<file path="src/rtl/core/mlh_pkg.sv">
package mlh_pkg;

    // Widths of the frame-length division
    localparam int DivW = 26;
    localparam int QuoW = 11;

    // Frame length numerator for MPEG-2 and MPEG-2.5; MPEG-1 uses twice this
    localparam int HalfMult = 72000;

    // Version field codes in the header
    localparam logic [1:0] VBITS_MPEG25   = 2'd0;
    localparam logic [1:0] VBITS_RESERVED = 2'd1;
    localparam logic [1:0] VBITS_MPEG2    = 2'd2;
    localparam logic [1:0] VBITS_MPEG1    = 2'd3;

    // Reported version codes
    localparam logic [1:0] VER_MPEG1  = 2'd0;
    localparam logic [1:0] VER_MPEG2  = 2'd1;
    localparam logic [1:0] VER_MPEG25 = 2'd2;

    localparam logic [1:0] LAYER_III    = 2'd1;
    localparam logic [3:0] BIDX_FREE    = 4'd0;
    localparam logic [3:0] BIDX_BAD     = 4'd15;
    localparam logic [1:0] SIDX_RESERVED = 2'd3;
    localparam logic [1:0] MODE_MONO    = 2'd3;

    localparam logic [10:0] SPF_MPEG1 = 11'd1152;
    localparam logic [10:0] SPF_LOWER = 11'd576;

    // Payload handed from cell to cell along the chain
    typedef struct packed {
        logic            ok;
        logic [1:0]      ver;
        logic [8:0]      kbps;
        logic [15:0]     fs;
        logic [10:0]     spf;
        logic            pad;
        logic [1:0]      ch;
        logic            crc;
        logic [DivW-1:0] rem;
        logic [QuoW-1:0] quo;
    } mlh_payload_t;

    typedef struct packed {
        logic         occ;
        mlh_payload_t pay;
    } mlh_token_t;

    // Bitrate in kbit/s for the given version and bitrate index
    function automatic logic [8:0] kbps_lookup(input logic [1:0] ver, input logic [3:0] bidx);
        logic [8:0] hi;
        logic [8:0] lo;
        begin
            unique case (bidx)
                4'd1:    begin hi = 9'd32;  lo = 9'd8;   end
                4'd2:    begin hi = 9'd40;  lo = 9'd16;  end
                4'd3:    begin hi = 9'd48;  lo = 9'd24;  end
                4'd4:    begin hi = 9'd56;  lo = 9'd32;  end
                4'd5:    begin hi = 9'd64;  lo = 9'd40;  end
                4'd6:    begin hi = 9'd80;  lo = 9'd48;  end
                4'd7:    begin hi = 9'd96;  lo = 9'd56;  end
                4'd8:    begin hi = 9'd112; lo = 9'd64;  end
                4'd9:    begin hi = 9'd128; lo = 9'd80;  end
                4'd10:   begin hi = 9'd160; lo = 9'd96;  end
                4'd11:   begin hi = 9'd192; lo = 9'd112; end
                4'd12:   begin hi = 9'd224; lo = 9'd128; end
                4'd13:   begin hi = 9'd256; lo = 9'd144; end
                4'd14:   begin hi = 9'd320; lo = 9'd160; end
                default: begin hi = 9'd0;   lo = 9'd0;   end
            endcase
            return (ver == VER_MPEG1) ? hi : lo;
        end
    endfunction

    // Sampling rate in Hz for the given version and sample-rate index
    function automatic logic [15:0] fs_lookup(input logic [1:0] ver, input logic [1:0] sidx);
        logic [15:0] base;
        begin
            unique case (sidx)
                2'd0:    base = 16'd44100;
                2'd1:    base = 16'd48000;
                2'd2:    base = 16'd32000;
                default: base = 16'd0;
            endcase
            unique case (ver)
                VER_MPEG1: return base;
                VER_MPEG2: return base >> 1;
                default:   return base >> 2;
            endcase
        end
    endfunction

endpackage

</file>
<file path="src/rtl/core/mpeg_layer3_header_decoder.sv">
// Layer III frame header decoder. One 32-bit candidate header (first stream byte
// in bits 31 to 24) is taken per transfer and gives one result: legality, version,
// bitrate, sample rate, samples per frame, frame length with padding, channel count
// and CRC presence; all fields other than valid_res read zero for an illegal header.
// A new header is accepted every cycle unless a finished result is waiting at a
// stalled output. The header is decoded and the numerator multiplied in the cycle
// it is offered, into a register loaded at the transfer edge. The 11 cells of the
// pipelined restoring divider that forms the frame length follow that register,
// the last cell being the output register. The whole chain holds while a
// finished result is stalled.
module mpeg_layer3_header_decoder
    import mlh_pkg::*;
(
    input  logic        clk,
    input  logic        rst_n,
    input  logic        in_valid,
    output logic        in_stall,
    input  logic [31:0] header_word,
    output logic        out_valid,
    input  logic        out_stall,
    output logic        valid_res,
    output logic [1:0]  mpeg_version,
    output logic [8:0]  kbit_rate,
    output logic [15:0] sample_rate_hz,
    output logic [10:0] frame_samples,
    output logic [10:0] frame_bytes,
    output logic [1:0]  channel_count,
    output logic        has_crc
);

    logic       adv;
    logic       take;
    mlh_token_t chain [QuoW+1];
    mlh_token_t last;

    // The chain moves whenever the output register is empty or being taken
    assign adv      = !out_valid || !out_stall;
    assign in_stall = !adv;
    assign take     = in_valid && adv;

    mlh_decode u_decode (
        .clk         (clk),
        .rst_n       (rst_n),
        .adv         (adv),
        .take        (take),
        .header_word (header_word),
        .tok         (chain[0])
    );

    // Divider cells, most significant quotient bit first
    for (genvar g = 0; g < QuoW; g++)
    begin : g_cell
        mlh_div_cell #(
            .Shift (QuoW - 1 - g)
        ) u_cell (
            .clk     (clk),
            .rst_n   (rst_n),
            .adv     (adv),
            .tok_in  (chain[g]),
            .tok_out (chain[g+1])
        );
    end

    // Result fields from the last cell
    assign last           = chain[QuoW];
    assign out_valid      = last.occ;
    assign valid_res      = last.pay.ok;
    assign mpeg_version   = last.pay.ver;
    assign kbit_rate      = last.pay.kbps;
    assign sample_rate_hz = last.pay.fs;
    assign frame_samples  = last.pay.spf;
    assign frame_bytes    = last.pay.quo + QuoW'(last.pay.pad);
    assign channel_count  = last.pay.ch;
    assign has_crc        = last.pay.crc;

endmodule

</file>
<file path="src/rtl/core/mlh_decode.sv">
module mlh_decode
    import mlh_pkg::*;
(
    input  logic        clk,
    input  logic        rst_n,
    input  logic        adv,
    input  logic        take,
    input  logic [31:0] header_word,
    output mlh_token_t  tok
);

    logic         occ_reg;
    mlh_payload_t pay_reg;
    mlh_payload_t pay_next;

    logic [1:0]      vbits;
    logic [1:0]      lbits;
    logic [3:0]      bidx;
    logic [1:0]      sidx;
    logic            legal;
    logic [1:0]      ver;
    logic [8:0]      kbps;
    logic [DivW-1:0] prod;

    // Header field extraction and legality test
    assign vbits = header_word[20:19];
    assign lbits = header_word[18:17];
    assign bidx  = header_word[15:12];
    assign sidx  = header_word[11:10];
    assign legal = (header_word[31:21] == 11'h7FF) && (vbits != VBITS_RESERVED) &&
                   (lbits == LAYER_III) && (bidx != BIDX_FREE) && (bidx != BIDX_BAD) &&
                   (sidx != SIDX_RESERVED);

    // Table lookups and the numerator of the frame-length division
    always_comb
    begin
        unique case (vbits)
            VBITS_MPEG1: ver = VER_MPEG1;
            VBITS_MPEG2: ver = VER_MPEG2;
            default:     ver = VER_MPEG25;
        endcase
        kbps = kbps_lookup(ver, bidx);
        prod = DivW'(HalfMult) * DivW'(kbps);
        if (ver == VER_MPEG1)
        begin
            prod = prod << 1;
        end

        pay_next = '0;
        if (legal)
        begin
            pay_next.ok   = 1'b1;
            pay_next.ver  = ver;
            pay_next.kbps = kbps;
            pay_next.fs   = fs_lookup(ver, sidx);
            pay_next.spf  = (ver == VER_MPEG1) ? SPF_MPEG1 : SPF_LOWER;
            pay_next.pad  = header_word[9];
            pay_next.ch   = (header_word[7:6] == MODE_MONO) ? 2'd1 : 2'd2;
            pay_next.crc  = ~header_word[16];
            pay_next.rem  = prod;
        end
    end

    // Occupancy bit is control state; the payload needs no reset
    always_ff @(posedge clk or negedge rst_n)
    begin
        if (!rst_n)
        begin
            occ_reg <= 1'b0;
        end
        else if (adv)
        begin
            occ_reg <= take;
        end
    end

    always_ff @(posedge clk)
    begin
        if (adv)
        begin
            pay_reg <= pay_next;
        end
    end

    assign tok.occ = occ_reg;
    assign tok.pay = pay_reg;

endmodule

</file>
<file path="src/rtl/core/mlh_div_cell.sv">
module mlh_div_cell
    import mlh_pkg::*;
#(
    parameter int Shift = 0
)
(
    input  logic       clk,
    input  logic       rst_n,
    input  logic       adv,
    input  mlh_token_t tok_in,
    output mlh_token_t tok_out
);

    logic            occ_reg;
    mlh_payload_t    pay_reg;
    mlh_payload_t    pay_next;
    logic [DivW-1:0] trial;

    // One restoring division step: settles quotient bit Shift
    always_comb
    begin
        trial    = DivW'(tok_in.pay.fs) << Shift;
        pay_next = tok_in.pay;
        if (tok_in.pay.ok && (tok_in.pay.rem >= trial))
        begin
            pay_next.rem        = tok_in.pay.rem - trial;
            pay_next.quo[Shift] = 1'b1;
        end
    end

    always_ff @(posedge clk or negedge rst_n)
    begin
        if (!rst_n)
        begin
            occ_reg <= 1'b0;
        end
        else if (adv)
        begin
            occ_reg <= tok_in.occ;
        end
    end

    always_ff @(posedge clk)
    begin
        if (adv)
        begin
            pay_reg <= pay_next;
        end
    end

    assign tok_out.occ = occ_reg;
    assign tok_out.pay = pay_reg;

endmodule

</file>
<file path="config.mk">
export PLATFORM = sky130hd
export DESIGN_NAME = mpeg_layer3_header_decoder
export DESIGN_NICKNAME = d
export VERILOG_FILES = /design/src/rtl/core/mlh_pkg.sv /design/src/rtl/core/mpeg_layer3_header_decoder.sv /design/src/rtl/core/mlh_decode.sv /design/src/rtl/core/mlh_div_cell.sv
export SDC_FILE = /design/constraint.sdc
export NUM_CORES = 1
export LEC_CHECK = 0
export BUFFER_PORTS_ARGS = -buffer_cell sky130_fd_sc_hd__clkbuf_2
export CAP_MARGIN = 30
export CORE_ASPECT_RATIO = 1.1
export CORE_MARGIN = 2
export CORE_UTILIZATION = 60
export DETAILED_ROUTE_END_ITERATION = 8
export GPL_TIMING_DRIVEN = 0
export PLACE_DENSITY = 0.77
export SETUP_SLACK_MARGIN = 0.2
export SLEW_MARGIN = 20
export SYNTH_ARGS = -nofsm -noshare
export SYNTH_HDL_FRONTEND = slang
export SYNTH_HIERARCHICAL = 1
export SYNTH_SLANG_ARGS = --single-unit
export TNS_END_PERCENT = 50
</file>
<file path="constraint.sdc">
create_clock -name clk -period 84.2 [get_ports clk]
set_input_delay 16.84 -clock clk [delete_from_list [all_inputs] [get_ports clk]]
set_output_delay 16.84 -clock clk [all_outputs]
set_load 0.01 [all_outputs]
</file>
==> results_dict.tcl <==
set metrics [dict create \
    worst-path-max-fanout 60 \
    whs_endpoint "g_cell[3].u_cell/tok_out[77]" \
    rows 102 \
    hp-start "g_cell[2].u_cell/tok_out[77]" \
    htree_num_levels 3 \
    start_util_pct 60.50 \
    critical_path_required_ns 67.36 \
    hold_viol 0 \
    core_area_sq_mm 0.07032 \
    fin_util_pct 67.89 \
    drc 0 \
    first_pass_iters 6 \
    die_h_um 283.3 \
    largest_reg_flops 854 \
    grt_pass1_vias 26065 \
    place_ws_ns 49.01 \
    cts_sinks 912 \
    cts_setup_buffers 0 \
    cts_tree "done" \
    netlist_instances 3134 \
    setup.worst_path.start_class "input pin" \
    antennaDiodeCount 0 \
    setup_viol_count_final 0 \
    port_buffers 81 \
    drive_gt1_share_pct 13.01 \
    cts.repair.resized 0 \
    cts-root-buf "clkbuf_16" \
    globalplace.congestion 0.9741 \
    grt_overflow 0 \
    path_clk_slew_ns 0.06 \
    r2r_cells 8 \
    cts_buffers 90 \
    regToRegSetupSlack_ns 80.44 \
    max_slew_margin_pct 24.48 \
    grt_pass1_wl_um 138000 \
    fin_nets 3638 \
    layout_setup_ws_ns 49.05 \
    worstHoldPathType "flop to flop" \
    cts_hold_buf 0 \
    worstPathArrival_ns 18.31 \
    rsz0062_at_grt "false" \
    syn_avg_cell_area_sq_um 13.58 \
    dp_hpwl_um 65360 \
    tightestPinTransition_ns 1.117 \
    dieArea_sq_mm 0.07306 \
    period_needed_ns 35.15 \
    max-clock-path-buffers 3 \
    antenna_found_initial 0 \
    cap_violations 0 \
    die_w_um 257.9 \
    netlist_area_sq_mm 0.04255 \
    synthToLayoutAreaGrowth_pct 12.21 \
    yosysWarnings 6 \
    num_vias 25200 \
    wl_per_cell_um 20.15 \
    grt_max_degree 68 \
    cp-end-kind "output port" \
    timing.rr.start "g_cell[8].u_cell/tok_out[22]" \
    min_path_cells 0 \
    clock_skew_ns 0.02132 \
    status "finished, final reports clean" \
    r2r_end "g_cell[9].u_cell/tok_out[25]" \
    drt-vias-per-instance 5.765 \
    critPathKind "input pin to output port" \
    track_usage_pct 24.34 \
    fin_setup_tns_ns 0 \
    io-pin-count 91 \
    first_iter_violations 1609 \
    maxSlewViolCount 0 \
    min_period_over_period_pct 41.75 \
    clock_latency_ns 0.64 \
    fmax_ghz 0.02845 \
    routed_wirelength_um 88080 \
    antenna_left 0 \
]
## per-stage QoR
| stage | cells | hold slack (ns) | instance area (sq um) |
|---|---|---|---|
| 6_report | 4371 | 0.4126 | 47740 |
| 5_1_grt | 4371 | 0.4176 | 47740 |
| 4_1_cts | 4370 | 0.4104 | 47730 |
| 3_5_place_dp | 4201 | 0.4045 | 44700 |
| 3_3_place_gp | 4181 | 0.4003 | 44230 |
| 2_1_floorplan | 3164 | 0.4003 | 42660 |
## area by class of cell
type	count	area [sq um]
Inverter	242	908.4
Timing Repair Buffer	102	863.3
Sequential cell	912	27330
Fill cell	4792	22580
Tap cell	936	1171
Clock buffer	105	2338
Multi-Input combinational cell	1887	13670
Buffer	123	773.2
Clock inverter	64	690.7
## worst max path at each step
stage	from	end	slack [ns]
after floorplan	out_stall	in_stall	29.45
after global placement	out_stall	in_stall	25.29
after detailed placement	out_stall	in_stall	49.01
after CTS	out_stall	in_stall	49.01
after global routing	out_stall	in_stall	48.91
final	out_stall	in_stall	49.05
## critical path: stages
cell,delay [ns]
clkbuf_2,0.10
nand2_4,0.49
buf_16,0.34
buf_16,0.30
inv_1,0.07
clkbuf_2,0.13
## cells in the final DEF (no fill, tap or decap), types with 22 or more instances in the layout
| cell type | n |
|---|---|
| edfxtp_1 | 900 |
| inv_1 | 241 |
| ha_1 | 228 |
| nand2_1 | 217 |
| a21oi_1 | 180 |
| nor2_1 | 149 |
| o21ai_0 | 142 |
| xnor2_1 | 91 |
| clkbuf_16 | 90 |
| xor2_1 | 85 |
| clkbuf_2 | 83 |
| a21o_1 | 53 |
| buf_4 | 51 |
| nand3_1 | 49 |
| clkbuf_1 | 44 |
| nand2b_1 | 41 |
| nor3_1 | 38 |
| nand4_1 | 36 |
| a31oi_1 | 36 |
| mux2_2 | 32 |
| buf_2 | 31 |
| conb_1 | 31 |
| o21ai_1 | 28 |
| and3_1 | 26 |
| a211oi_1 | 25 |
| nor2b_1 | 24 |
| o21a_1 | 22 |
| o211ai_1 | 22 |
## per-layer routing
layer,vias up,global-route usage (%),part of all wire [%],wire [um]
met4,0,16.26,6.9,6104
met2,731,47.06,55,48740
met1,12119,24.15,34,30260
met5,-,0,0,0
li1,12086,-,-,-
met3,264,2.675,3.4,2964
Power is left out: the tool's default activity adds up to more than one toggle a clock period on the data nets, which glitch-free logic cannot reach.
